## src/rtl/rounded_rect_fill_blend_defines.svh

```systemverilog
// Assertion macros shared by the rounded-rectangle fill blend RTL.
`ifndef ROUNDED_RECT_FILL_BLEND_DEFINES_SVH
`define ROUNDED_RECT_FILL_BLEND_DEFINES_SVH

// Check that cons holds in the same cycle as ante.
`define RRFB_ASSERT_NOW(label, ante, cons, msg) \
  label: assert property (@(posedge clk_i) disable iff (!rst_ni) (ante) |-> (cons)) \
    else $error(msg);

// Check that cons holds in the cycle after ante.
`define RRFB_ASSERT_NEXT(label, ante, cons, msg) \
  label: assert property (@(posedge clk_i) disable iff (!rst_ni) (ante) |=> (cons)) \
    else $error(msg);

`endif

```

## src/rtl/rrfb_pkg.sv

```systemverilog
// Package with the shared constants and register codes of the rounded-rectangle fill blend.
package rrfb_pkg;

  localparam int unsigned CoordWidthDef = 12;
  localparam int unsigned AddrWidth     = 24;
  localparam int unsigned PixelWidth    = 32;
  localparam int unsigned DataWidth     = 32;
  localparam int unsigned PaddrWidth    = 5;
  localparam int unsigned RegIdxWidth   = 3;
  localparam int unsigned ByteWidth     = 8;
  localparam int unsigned BlendSumWidth = 17;

  localparam logic [2:0]            BlendOps    = 3'd6;
  localparam logic [ByteWidth-1:0]  AlphaOpaque = 8'hFF;
  localparam logic [ByteWidth-1:0]  AlphaClear  = 8'h00;
  localparam logic [PixelWidth-1:0] OpaqueMask  = 32'hFF00_0000;

  typedef enum logic [RegIdxWidth-1:0] {
    REG_RECT_LEFT     = 3'd0,
    REG_RECT_TOP      = 3'd1,
    REG_RECT_WIDTH    = 3'd2,
    REG_RECT_HEIGHT   = 3'd3,
    REG_CORNER_RADIUS = 3'd4,
    REG_FILL_COLOR    = 3'd5,
    REG_ROW_STRIDE    = 3'd6
  } reg_idx_e;

endpackage

```

## src/rtl/rrfb_mul.sv

```systemverilog
// Shared unsigned multiplier with a registered product.
module rrfb_mul #(
  parameter int unsigned OP_WIDTH = rrfb_pkg::CoordWidthDef + 1
) (
  input  logic                  clk_i,
  input  logic [OP_WIDTH-1:0]   a_i,
  input  logic [OP_WIDTH-1:0]   b_i,
  output logic [2*OP_WIDTH-1:0] p_o
);

  logic [2*OP_WIDTH-1:0] p_q;

  always_ff @(posedge clk_i) begin
    p_q <= {{OP_WIDTH{1'b0}}, a_i} * {{OP_WIDTH{1'b0}}, b_i};
  end

  assign p_o = p_q;

endmodule

```

## src/rtl/rrfb_sqrt.sv

```systemverilog
// Iterative floor square root, one root bit per cycle.
module rrfb_sqrt #(
  parameter int unsigned ROOT_WIDTH = rrfb_pkg::CoordWidthDef
) (
  input  logic                    clk_i,
  input  logic                    rst_ni,
  input  logic                    start_i,
  input  logic [2*ROOT_WIDTH-1:0] value_i,
  output logic [ROOT_WIDTH-1:0]   root_o,
  output logic                    done_o
);

  localparam int unsigned VW   = 2 * ROOT_WIDTH;
  localparam int unsigned CNTW = $clog2(ROOT_WIDTH + 1);

  logic [VW-1:0]         n_q;
  logic [ROOT_WIDTH:0]   rem_q;
  logic [ROOT_WIDTH-1:0] root_q;
  logic [CNTW-1:0]       cnt_q;
  logic                  done_q;

  logic [ROOT_WIDTH+2:0] cur_w;
  logic [ROOT_WIDTH+2:0] trial_w;
  logic [ROOT_WIDTH+2:0] diff_w;
  logic                  take_w;

  // Bring down the next two bits and try the next root bit.
  assign cur_w   = {rem_q, n_q[VW-1 -: 2]};
  assign trial_w = {1'b0, root_q, 2'b01};
  assign diff_w  = cur_w - trial_w;
  assign take_w  = (cur_w >= trial_w);

  always_ff @(posedge clk_i or negedge rst_ni) begin
    if (!rst_ni) begin
      cnt_q  <= '0;
      done_q <= 1'b0;
    end else if (start_i) begin
      cnt_q  <= CNTW'(ROOT_WIDTH);
      done_q <= 1'b0;
    end else if (cnt_q != '0) begin
      cnt_q <= cnt_q - CNTW'(1);
      if (cnt_q == CNTW'(1)) begin
        done_q <= 1'b1;
      end
    end
  end

  always_ff @(posedge clk_i) begin
    if (start_i) begin
      n_q    <= value_i;
      rem_q  <= '0;
      root_q <= '0;
    end else if (cnt_q != '0) begin
      n_q    <= {n_q[VW-3:0], 2'b00};
      rem_q  <= take_w ? diff_w[ROOT_WIDTH:0] : cur_w[ROOT_WIDTH:0];
      root_q <= {root_q[ROOT_WIDTH-2:0], take_w};
    end
  end

  assign root_o = root_q;
  assign done_o = done_q;

endmodule

```

## src/rtl/rounded_rect_fill_blend.sv

```systemverilog
// Top level of the rounded-rectangle fill shader with alpha blending.
//
// Usage: each input transaction on the in channel (in_valid_i / in_stall_o)
// carries one framebuffer pixel: its column, its row and its current ARGB8888
// value. Each produces exactly one output transaction on the out channel
// (out_valid_o / out_stall_i) with the pixel address (row * stride + column,
// modulo 2^24), a write flag that is set when the pixel lies inside the
// rounded rectangle, and the new pixel value.
// The geometry and fill colour are set through the APB-style register port;
// the user must set them only while the block is idle, which the block itself
// does not enforce. Registers sit at byte address 4 * index.
// The block handles one pixel at a time; the next pixel can be taken in the
// cycle after the result enters the output register. The pace is set by the
// square-root unit, which resolves one root bit per cycle. The squares, the
// address product and the blend products go through one shared multiplier;
// the blend products are formed while the root iterates.
// The result sits in an output register, so the block is free again as soon
// as that register can take it; while the receiver stalls, a waiting result
// holds and the next finished result waits in the final step.
// Reset clears the sequencer and the output valid, and sets the registers to
// zero except the row stride, which comes up at 2^COORD_WIDTH.
`include "rounded_rect_fill_blend_defines.svh"

module rounded_rect_fill_blend #(
  parameter int unsigned COORD_WIDTH = rrfb_pkg::CoordWidthDef
) (
  input  logic                             clk_i,
  input  logic                             rst_ni,
  // Pixel input channel
  input  logic                             in_valid_i,
  output logic                             in_stall_o,
  input  logic [COORD_WIDTH-1:0]           pixel_x_i,
  input  logic [COORD_WIDTH-1:0]           pixel_y_i,
  input  logic [rrfb_pkg::PixelWidth-1:0]  dst_pixel_i,
  // Result channel
  output logic                             out_valid_o,
  input  logic                             out_stall_i,
  output logic [rrfb_pkg::AddrWidth-1:0]   pixel_addr_o,
  output logic                             write_enable_o,
  output logic [rrfb_pkg::PixelWidth-1:0]  out_pixel_o,
  // Register port
  input  logic                             psel,
  input  logic                             penable,
  input  logic                             pwrite,
  input  logic [rrfb_pkg::PaddrWidth-1:0]  paddr,
  input  logic [rrfb_pkg::DataWidth-1:0]   pwdata,
  output logic [rrfb_pkg::DataWidth-1:0]   prdata,
  output logic                             pready
);

  import rrfb_pkg::*;

  localparam int unsigned CW = COORD_WIDTH;
  localparam int unsigned SW = COORD_WIDTH + 1;   // size and stride width
  localparam int unsigned MW = SW;                // multiplier operand width
  localparam int unsigned PW = 2 * MW;            // product width
  localparam int unsigned RW = 2 * CW;            // radicand width
  localparam int unsigned EW = (PW > AddrWidth) ? PW : AddrWidth;

  typedef enum logic [2:0] {
    S_IDLE,
    S_RR,
    S_DD,
    S_ADDR,
    S_BLEND,
    S_WAIT,
    S_FIN
  } state_e;

  // Configuration registers
  logic [CW-1:0]         rect_left_q;
  logic [CW-1:0]         rect_top_q;
  logic [SW-1:0]         rect_width_q;
  logic [SW-1:0]         rect_height_q;
  logic [CW-1:0]         corner_radius_q;
  logic [PixelWidth-1:0] fill_color_q;
  logic [SW-1:0]         row_stride_q;

  logic     cfg_wr;
  reg_idx_e cfg_idx;

  assign pready  = 1'b1;
  assign cfg_wr  = psel & penable & pwrite;
  assign cfg_idx = reg_idx_e'(paddr[PaddrWidth-1:2]);

  always_ff @(posedge clk_i or negedge rst_ni) begin
    if (!rst_ni) begin
      rect_left_q     <= '0;
      rect_top_q      <= '0;
      rect_width_q    <= '0;
      rect_height_q   <= '0;
      corner_radius_q <= '0;
      fill_color_q    <= '0;
      row_stride_q    <= SW'(1) << CW;
    end else if (cfg_wr) begin
      case (cfg_idx)
        REG_RECT_LEFT:     rect_left_q     <= pwdata[CW-1:0];
        REG_RECT_TOP:      rect_top_q      <= pwdata[CW-1:0];
        REG_RECT_WIDTH:    rect_width_q    <= pwdata[SW-1:0];
        REG_RECT_HEIGHT:   rect_height_q   <= pwdata[SW-1:0];
        REG_CORNER_RADIUS: corner_radius_q <= pwdata[CW-1:0];
        REG_FILL_COLOR:    fill_color_q    <= pwdata;
        REG_ROW_STRIDE:    row_stride_q    <= pwdata[SW-1:0];
        default: ;
      endcase
    end
  end

  always_comb begin
    case (cfg_idx)
      REG_RECT_LEFT:     prdata = DataWidth'(rect_left_q);
      REG_RECT_TOP:      prdata = DataWidth'(rect_top_q);
      REG_RECT_WIDTH:    prdata = DataWidth'(rect_width_q);
      REG_RECT_HEIGHT:   prdata = DataWidth'(rect_height_q);
      REG_CORNER_RADIUS: prdata = DataWidth'(corner_radius_q);
      REG_FILL_COLOR:    prdata = fill_color_q;
      REG_ROW_STRIDE:    prdata = DataWidth'(row_stride_q);
      default:           prdata = '0;
    endcase
  end

  // Radius clamped to half the smaller side; depends on registers only.
  logic [SW-1:0] min_side_w;
  logic [CW-1:0] max_r_w;
  logic [CW-1:0] radius_w;

  assign min_side_w = (rect_width_q < rect_height_q) ? rect_width_q : rect_height_q;
  assign max_r_w    = min_side_w[SW-1:1];
  assign radius_w   = (corner_radius_q > max_r_w) ? max_r_w : corner_radius_q;

  // Sequencer and working registers
  state_e state_q;
  logic [2:0] cnt_q;

  logic [CW-1:0]         px_q;
  logic [CW-1:0]         py_q;
  logic [PixelWidth-1:0] dst_q;
  logic [CW-1:0]         r_q;
  logic [CW-1:0]         dy_q;
  logic                  band_q;
  logic                  rows_ok_q;
  logic [RW-1:0]         rr_q;
  logic [AddrWidth-1:0]  addr_q;
  logic [15:0]           acc_q;
  logic [ByteWidth-1:0]  ch_q [3];

  logic                  out_valid_q;
  logic [AddrWidth-1:0]  out_addr_q;
  logic                  out_we_q;
  logic [PixelWidth-1:0] out_pixel_q;
  logic                  out_load;

  // Shared multiplier
  logic [MW-1:0] mul_a;
  logic [MW-1:0] mul_b;
  logic [PW-1:0] mul_p;

  rrfb_mul #(
    .OP_WIDTH (MW)
  ) u_mul (
    .clk_i (clk_i),
    .a_i   (mul_a),
    .b_i   (mul_b),
    .p_o   (mul_p)
  );

  // Square-root unit
  logic          sqrt_start;
  logic [RW-1:0] sqrt_value;
  logic [CW-1:0] sqrt_root;
  logic          sqrt_done;

  assign sqrt_start = (state_q == S_ADDR);
  assign sqrt_value = rr_q - mul_p[RW-1:0];

  rrfb_sqrt #(
    .ROOT_WIDTH (CW)
  ) u_sqrt (
    .clk_i   (clk_i),
    .rst_ni  (rst_ni),
    .start_i (sqrt_start),
    .value_i (sqrt_value),
    .root_o  (sqrt_root),
    .done_o  (sqrt_done)
  );

  // Row geometry: distance from the top row and from the bottom row.
  logic [SW-1:0] dy_top_w;
  logic [SW-1:0] dy_bot_w;
  logic [SW-1:0] dist_w;
  logic [SW-1:0] dy_w;
  logic          top_band_w;
  logic          bot_band_w;
  logic          rows_ok_w;

  assign dy_top_w   = SW'(py_q) - SW'(rect_top_q);
  assign dy_bot_w   = rect_height_q - SW'(1) - dy_top_w;
  assign top_band_w = (dy_top_w < SW'(r_q));
  assign bot_band_w = (dy_bot_w < SW'(r_q));
  assign dist_w     = top_band_w ? dy_top_w : dy_bot_w;
  assign dy_w       = SW'(r_q) - dist_w;
  assign rows_ok_w  = (rect_width_q != '0) && (rect_height_q != '0) &&
                      (py_q >= rect_top_q) && (dy_top_w < rect_height_q);

  // Blend operands: even steps take fill byte times alpha, odd steps
  // take destination byte times the inverse alpha.
  logic [ByteWidth-1:0] alpha_w;
  logic [ByteWidth-1:0] inv_alpha_w;
  logic [1:0]           op_ch_w;
  logic [4:0]           op_sh_w;
  logic [2:0]           prod_idx_w;
  logic [BlendSumWidth-1:0] blend_sum_w;

  assign alpha_w     = fill_color_q[PixelWidth-1 -: ByteWidth];
  assign inv_alpha_w = AlphaOpaque - alpha_w;
  assign op_ch_w     = cnt_q[2:1];
  assign op_sh_w     = {op_ch_w, 3'b000};
  assign prod_idx_w  = cnt_q - 3'd1;
  assign blend_sum_w = BlendSumWidth'(acc_q) + BlendSumWidth'(mul_p[15:0]);

  always_comb begin
    mul_a = '0;
    mul_b = '0;
    case (state_q)
      S_RR: begin
        mul_a = MW'(r_q);
        mul_b = MW'(r_q);
      end
      S_DD: begin
        mul_a = MW'(dy_q);
        mul_b = MW'(dy_q);
      end
      S_ADDR: begin
        mul_a = MW'(py_q);
        mul_b = row_stride_q;
      end
      S_BLEND: begin
        if (cnt_q < BlendOps) begin
          if (!cnt_q[0]) begin
            mul_a = MW'(fill_color_q[op_sh_w +: ByteWidth]);
            mul_b = MW'(alpha_w);
          end else begin
            mul_a = MW'(dst_q[op_sh_w +: ByteWidth]);
            mul_b = MW'(inv_alpha_w);
          end
        end
      end
      default: ;
    endcase
  end

  // Final coverage test: the span shrinks by r - dx on each side in the
  // corner bands.
  logic [CW-1:0]         off_w;
  logic [CW-1:0]         dxp_w;
  logic [SW-1:0]         span_end_w;
  logic                  covered_w;
  logic [PixelWidth-1:0] blended_w;
  logic [EW-1:0]         prod_ext_w;

  assign off_w      = band_q ? (r_q - sqrt_root) : '0;
  assign dxp_w      = px_q - rect_left_q;
  assign span_end_w = SW'(dxp_w) + SW'(off_w);
  assign covered_w  = rows_ok_q && (px_q >= rect_left_q) && (dxp_w >= off_w) &&
                      (span_end_w < rect_width_q);
  assign prod_ext_w = EW'(mul_p);

  always_comb begin
    if (alpha_w == AlphaClear) begin
      blended_w = dst_q;
    end else if (alpha_w == AlphaOpaque) begin
      blended_w = fill_color_q | OpaqueMask;
    end else begin
      blended_w = {AlphaOpaque, ch_q[2], ch_q[1], ch_q[0]};
    end
  end

  // Load the output register from the final step once it is free or being emptied.
  assign out_load = (state_q == S_FIN) && (!out_valid_q || !out_stall_i);

  // State, counter and output register.
  always_ff @(posedge clk_i or negedge rst_ni) begin
    if (!rst_ni) begin
      state_q     <= S_IDLE;
      cnt_q       <= '0;
      out_valid_q <= 1'b0;
      out_addr_q  <= '0;
      out_we_q    <= 1'b0;
      out_pixel_q <= '0;
    end else begin
      // Take the new result, or drop the old one once the receiver takes it.
      if (out_load) begin
        out_valid_q <= 1'b1;
        out_addr_q  <= addr_q;
        out_we_q    <= covered_w;
        out_pixel_q <= covered_w ? blended_w : dst_q;
      end else if (out_valid_q && !out_stall_i) begin
        out_valid_q <= 1'b0;
      end
      case (state_q)
        S_IDLE: begin
          if (in_valid_i) begin
            state_q <= S_RR;
          end
        end
        S_RR:   state_q <= S_DD;
        S_DD:   state_q <= S_ADDR;
        S_ADDR: begin
          cnt_q   <= '0;
          state_q <= S_BLEND;
        end
        S_BLEND: begin
          if (cnt_q == BlendOps) begin
            cnt_q   <= '0;
            state_q <= S_WAIT;
          end else begin
            cnt_q <= cnt_q + 3'd1;
          end
        end
        S_WAIT: begin
          if (sqrt_done) begin
            state_q <= S_FIN;
          end
        end
        S_FIN: begin
          // Hold until the output register is free or being emptied.
          if (out_load) begin
            state_q <= S_IDLE;
          end
        end
        default: state_q <= S_IDLE;
      endcase
    end
  end

  // Working registers, no reset needed.
  always_ff @(posedge clk_i) begin
    case (state_q)
      S_IDLE: begin
        if (in_valid_i) begin
          px_q  <= pixel_x_i;
          py_q  <= pixel_y_i;
          dst_q <= dst_pixel_i;
          r_q   <= radius_w;
        end
      end
      S_RR: begin
        dy_q      <= dy_w[CW-1:0];
        band_q    <= top_band_w || bot_band_w;
        rows_ok_q <= rows_ok_w;
      end
      S_DD: rr_q <= mul_p[RW-1:0];
      S_BLEND: begin
        if (cnt_q == '0) begin
          addr_q <= prod_ext_w[AddrWidth-1:0] + AddrWidth'(px_q);
        end else if (!prod_idx_w[0]) begin
          acc_q <= mul_p[15:0];
        end else begin
          ch_q[prod_idx_w[2:1]] <= blend_sum_w[15:8];
        end
      end
      default: ;
    endcase
  end

  assign in_stall_o     = (state_q != S_IDLE);
  assign out_valid_o    = out_valid_q;
  assign pixel_addr_o   = out_addr_q;
  assign write_enable_o = out_we_q;
  assign out_pixel_o    = out_pixel_q;

  `RRFB_ASSERT_NOW(a_fin_has_root, state_q == S_FIN, sqrt_done,
    "final step reached before the root is ready")
  `RRFB_ASSERT_NEXT(a_fin_holds_on_stall, state_q == S_FIN && out_valid_q && out_stall_i,
    state_q == S_FIN, "result left the final step while the output was blocked")
  `RRFB_ASSERT_NOW(a_load_from_fin, $rose(out_valid_q), $past(state_q == S_FIN),
    "output register loaded outside the final step")

endmodule

```

## config.mk

```make
export PLATFORM = sky130hd
export DESIGN_NAME = rounded_rect_fill_blend
export DESIGN_NICKNAME = d
export VERILOG_FILES = /design/src/rtl/rrfb_pkg.sv /design/src/rtl/rrfb_mul.sv /design/src/rtl/rrfb_sqrt.sv /design/src/rtl/rounded_rect_fill_blend.sv
export VERILOG_INCLUDE_DIRS = /design/src /design/src/rtl
export SDC_FILE = /design/constraint.sdc
export NUM_CORES = 1
export LEC_CHECK = 0
export BUFFER_PORTS_ARGS = -buffer_cell sky130_fd_sc_hd__clkbuf_2
export CORE_MARGIN = 3
export CORE_UTILIZATION = 49
export DETAILED_ROUTE_END_ITERATION = 7
export GPL_ROUTABILITY_DRIVEN = 0
export PLACE_DENSITY = 0.71
export SLEW_MARGIN = 25
export SYNTH_ARGS = -nofsm -noshare
export SYNTH_HDL_FRONTEND = slang
export SYNTH_SLANG_ARGS = --single-unit
```

## constraint.sdc

```tcl
create_clock -name clk_i -period 18.02 [get_ports clk_i]
set_input_delay 0.901 -clock clk_i [delete_from_list [all_inputs] [get_ports clk_i]]
set_output_delay 0.901 -clock clk_i [all_outputs]
set_load 0.02 [all_outputs]
```

==> impl_metrics.json <==
{
  "status": "completed",
  "cts_buffer_depth": 3,
  "dr.pass1.iters": 6,
  "rr_worst_depth": 26,
  "r2r_start": "cnt_q[1]",
  "overflow": 0,
  "seq_area_frac_synth_pct": 37.2,
  "finalCritPeriodShare_pct": 45.8,
  "drc_errors": 0,
  "design_power_total_mw": 7.27,
  "start_util_pct": 49.7,
  "coreArea_mm2": 0.0606,
  "vdd_ir_drop_max_uv": 128,
  "synth-xor-area-share_pct": 4.04,
  "p_leak_nw": 15.2,
  "rsz0062_at_grt": "false",
  "post-cts-setup-buffer-count": 0,
  "cts-resized-gates": 0,
  "die_x_um": 254,
  "synth_edf_count": 194,
  "cts_made_buffers": 47,
  "r2r_setup_slack_ns": 9.76,
  "cp-end-kind": "register",
  "totalWireLength_um": 86400,
  "syn_inst": 3085,
  "powerDensity_mw_per_mm2": 217,
  "final_area_mm2": 0.0335,
  "multi_input_area_mm2": 0.0173,
  "relSlewSlack_pct": 24.9,
  "place_area_mm2": 0.0319,
  "n_fill_cell": 5282,
  "vias_per_cell": 5.86,
  "regArea_mm2": 0.0112,
  "syn_avg_cell_area_um2": 9.77,
  "clk_latency_ns": 0.59,
  "io_buffer_count": 188,
  "clkSlewWorstSetupHoldPaths_ns": 0.06,
  "cp.required_ns": 18.47,
  "worst-path-max-fanout": 20,
  "die_area_mm2": 0.0645,
  "layout-drive-gt1-share_pct": 13.3,
  "max_freq_ghz": 0.121,
  "cts_max_level": 2,
  "clock-sinks": 419,
  "fin_util_pct": 55.2,
  "async_reset_ff_share_pct": 42.0,
  "r2r_end": "u_mul.p_o[23]",
  "synth-adder-area-share_pct": 19.6,
  "worst_pin_slew_ns": 1.13,
  "rows": 90,
  "cp_data_arrival_time_ns": 8.71,
  "drv_cap": 0,
  "synth_cell_types": 98,
  "maxSlewViolCount": 0,
  "die_h_um": 254,
  "ant_nets": 0,
  "drt_iter0_markers": 2201,
  "grt_pass1_wl_um": 133000,
  "synth_top_family_by_area": "adder cells",
  "grt_max_degree": 82,
  "cts_tree": "done",
  "grt_pass1_vias": 22942,
  "synth-simple-area-share_pct": 13.7,
  "syn_nets": 3587,
  "start_kind": "register",
  "clk_root_buffer_cell": "clkbuf_16",
  "vias": 23828,
  "critPathKind": "reg2reg",
  "io_pins": 192,
  "nNetsFinal": 3746,
  "final_hold_viol_count": 0,
  "wl_per_cell_um": 21.3,
  "cts.hold.buffers_added": 0,
  "grt_antenna_before_repair": 1,
  "layout_commonest_cell": "nand2_1",
  "muxShareOfSynthArea_pct": 5.26,
  "final_cell_mix": "nand2_1, inv_1, ha_1",
  "setup_viol": 0,
  "setup-tns-final_ns": 0,
  "hpwl_um": 66000,
  "area_growth_pct": 11.1,
  "synth-compound-area-share_pct": 14.5,
  "track_usage_pct": 26.8,
  "synthFlopType": "edfxtp_1",
  "yosysWarnings": 0,
  "worst_clock_skew_ns": 0.0270,
  "final.min_clock_period_ns": 8.26,
  "yosys_register_bits": 419,
  "syn_area_mm2": 0.0301,
  "holdCritPathClass": "in2async"
}
-- kinds of logic (layout without fill, tap and decap cells) --
family,after synthesis,in the layout
and+or+nand+nor,905,905
AOI/OAI and AO/OA,640,640
buffers and inverters,436,633
DFF,419,419
adders and majority gates,402,402
muxes,143,143
xor gates and xnor gates,139,139
other,1,2
-- flip-flops by register name, summed over array words and instances (netlist names), 13 cells and up --
register / flops
pixel_addr_o: 24
rect_height_q: 13
dst_q: 32
u_sqrt.rem_q: 13
fill_color_q: 32
addr_q: 24
ch_q: 24
rect_width_q: 13
out_pixel_o: 32
u_sqrt.n_q: 24
u_mul.p_o: 24
acc_q: 16
rr_q: 24
row_stride_q: 13
-- final cells by class --
cell class | count | area share, %
Antenna cell | 1 | 0.00748
Clock buffer | 66 | 3.97
Clock inverter | 21 | 0.722
Inverter | 326 | 3.66
Multi-Input combinational cell | 2230 | 51.7
Sequential cell | 419 | 33.5
Tap cell | 782 | 2.92
Timing Repair Buffer | 220 | 3.56
-- worst max-delay path by stage --
stage,start,endpoint,slack (ns),cells past startpoint
final,cnt_q[1],u_mul.p_o[23],9.76,26
after global routing,cnt_q[1],u_mul.p_o[23],9.32,26
after CTS,cnt_q[1],u_mul.p_o[23],9.97,26
after detailed placement,cnt_q[1],u_mul.p_o[23],10.04,26
after global placement,cnt_q[1],u_mul.p_o[23],10.10,26
after floorplan,state_q[1],u_mul.p_o[23],11.75,23
-- layer usage --
| metal | track usage [%] | share of wire [%] |
|---|---|---|
| met1 | 36.2 | 42 |
| met5 | 0 | 0 |
| met4 | 9.60 | 3.9 |
| met3 | 6.66 | 10 |
| met2 | 42.1 | 44 |
-- synth_stat cells, drive strengths merged, types with 23 or more instances --
| cell | number | area [um^2] |
|---|---|---|
| nand4 | 23 | 159 |
| nand2b | 24 | 150 |
| nor2b | 41 | 259 |
| clkbuf | 62 | 233 |
| ha | 285 | 3570 |
| a31oi | 27 | 181 |
| nor2 | 189 | 712 |
| nand2 | 411 | 1540 |
| a21o | 36 | 270 |
| edfxtp | 194 | 5830 |
| o21a | 25 | 188 |
| buf | 48 | 261 |
| dfrtp | 175 | 4380 |
| o21ai | 189 | 946 |
| o311ai | 27 | 402 |
| dfxtp | 49 | 981 |
| mux2i | 74 | 741 |
| and3 | 39 | 244 |
| xnor2 | 100 | 876 |
| xor2 | 39 | 342 |
| fa | 117 | 2340 |
| nand3 | 43 | 215 |
| mux2 | 63 | 709 |
| o211ai | 36 | 275 |
| inv | 324 | 1220 |
| a21oi | 150 | 773 |
| and2 | 46 | 288 |
| nor3 | 45 | 235 |
-- where the power goes --
part / leakage [nW] / switching (mW) / internal, mW / total, mW
Sequential: 4.40 / 0.290 / 1.41 / 1.70
Combinational: 10.0 / 2.77 / 1.82 / 4.59
Clock: 0.767 / 0.406 / 0.574 / 0.980
-- critical path: stages, from the launching register on --
cell and delay [ns]:
dfrtp_1 0.63, clkinv_1 0.61, nand2_1 0.53, nor2_1 0.08
o31ai_1 0.46, o2111ai_1 0.55, nand3_1 0.55, nand2_1 0.14
fa_1 0.52, inv_1 0.05, fa_1 0.50, inv_1 0.06
fa_1 0.53, inv_1 0.05, fa_1 0.47, inv_1 0.05
fa_1 0.47, inv_1 0.04, ha_1 0.32, a211oi_1 0.24
o211ai_1 0.20, nand3_1 0.13, a21oi_1 0.13, a221o_1 0.38
a31oi_1 0.18, o21bai_1 0.09, xnor2_1 0.13
-- through the flow --
step / setup WS (ns) / hold WS [ns] / instances
global route: 9.32 / 0.396 / 4065
CTS: 9.97 / 0.365 / 4064
finish: 9.76 / 0.355 / 4065
floorplan: 11.75 / 0.415 / 3085
global placement: 10.10 / 0.417 / 3977
detailed placement: 10.04 / 0.421 / 3977
No activity file was read; power rests on OpenSTA's default activity.
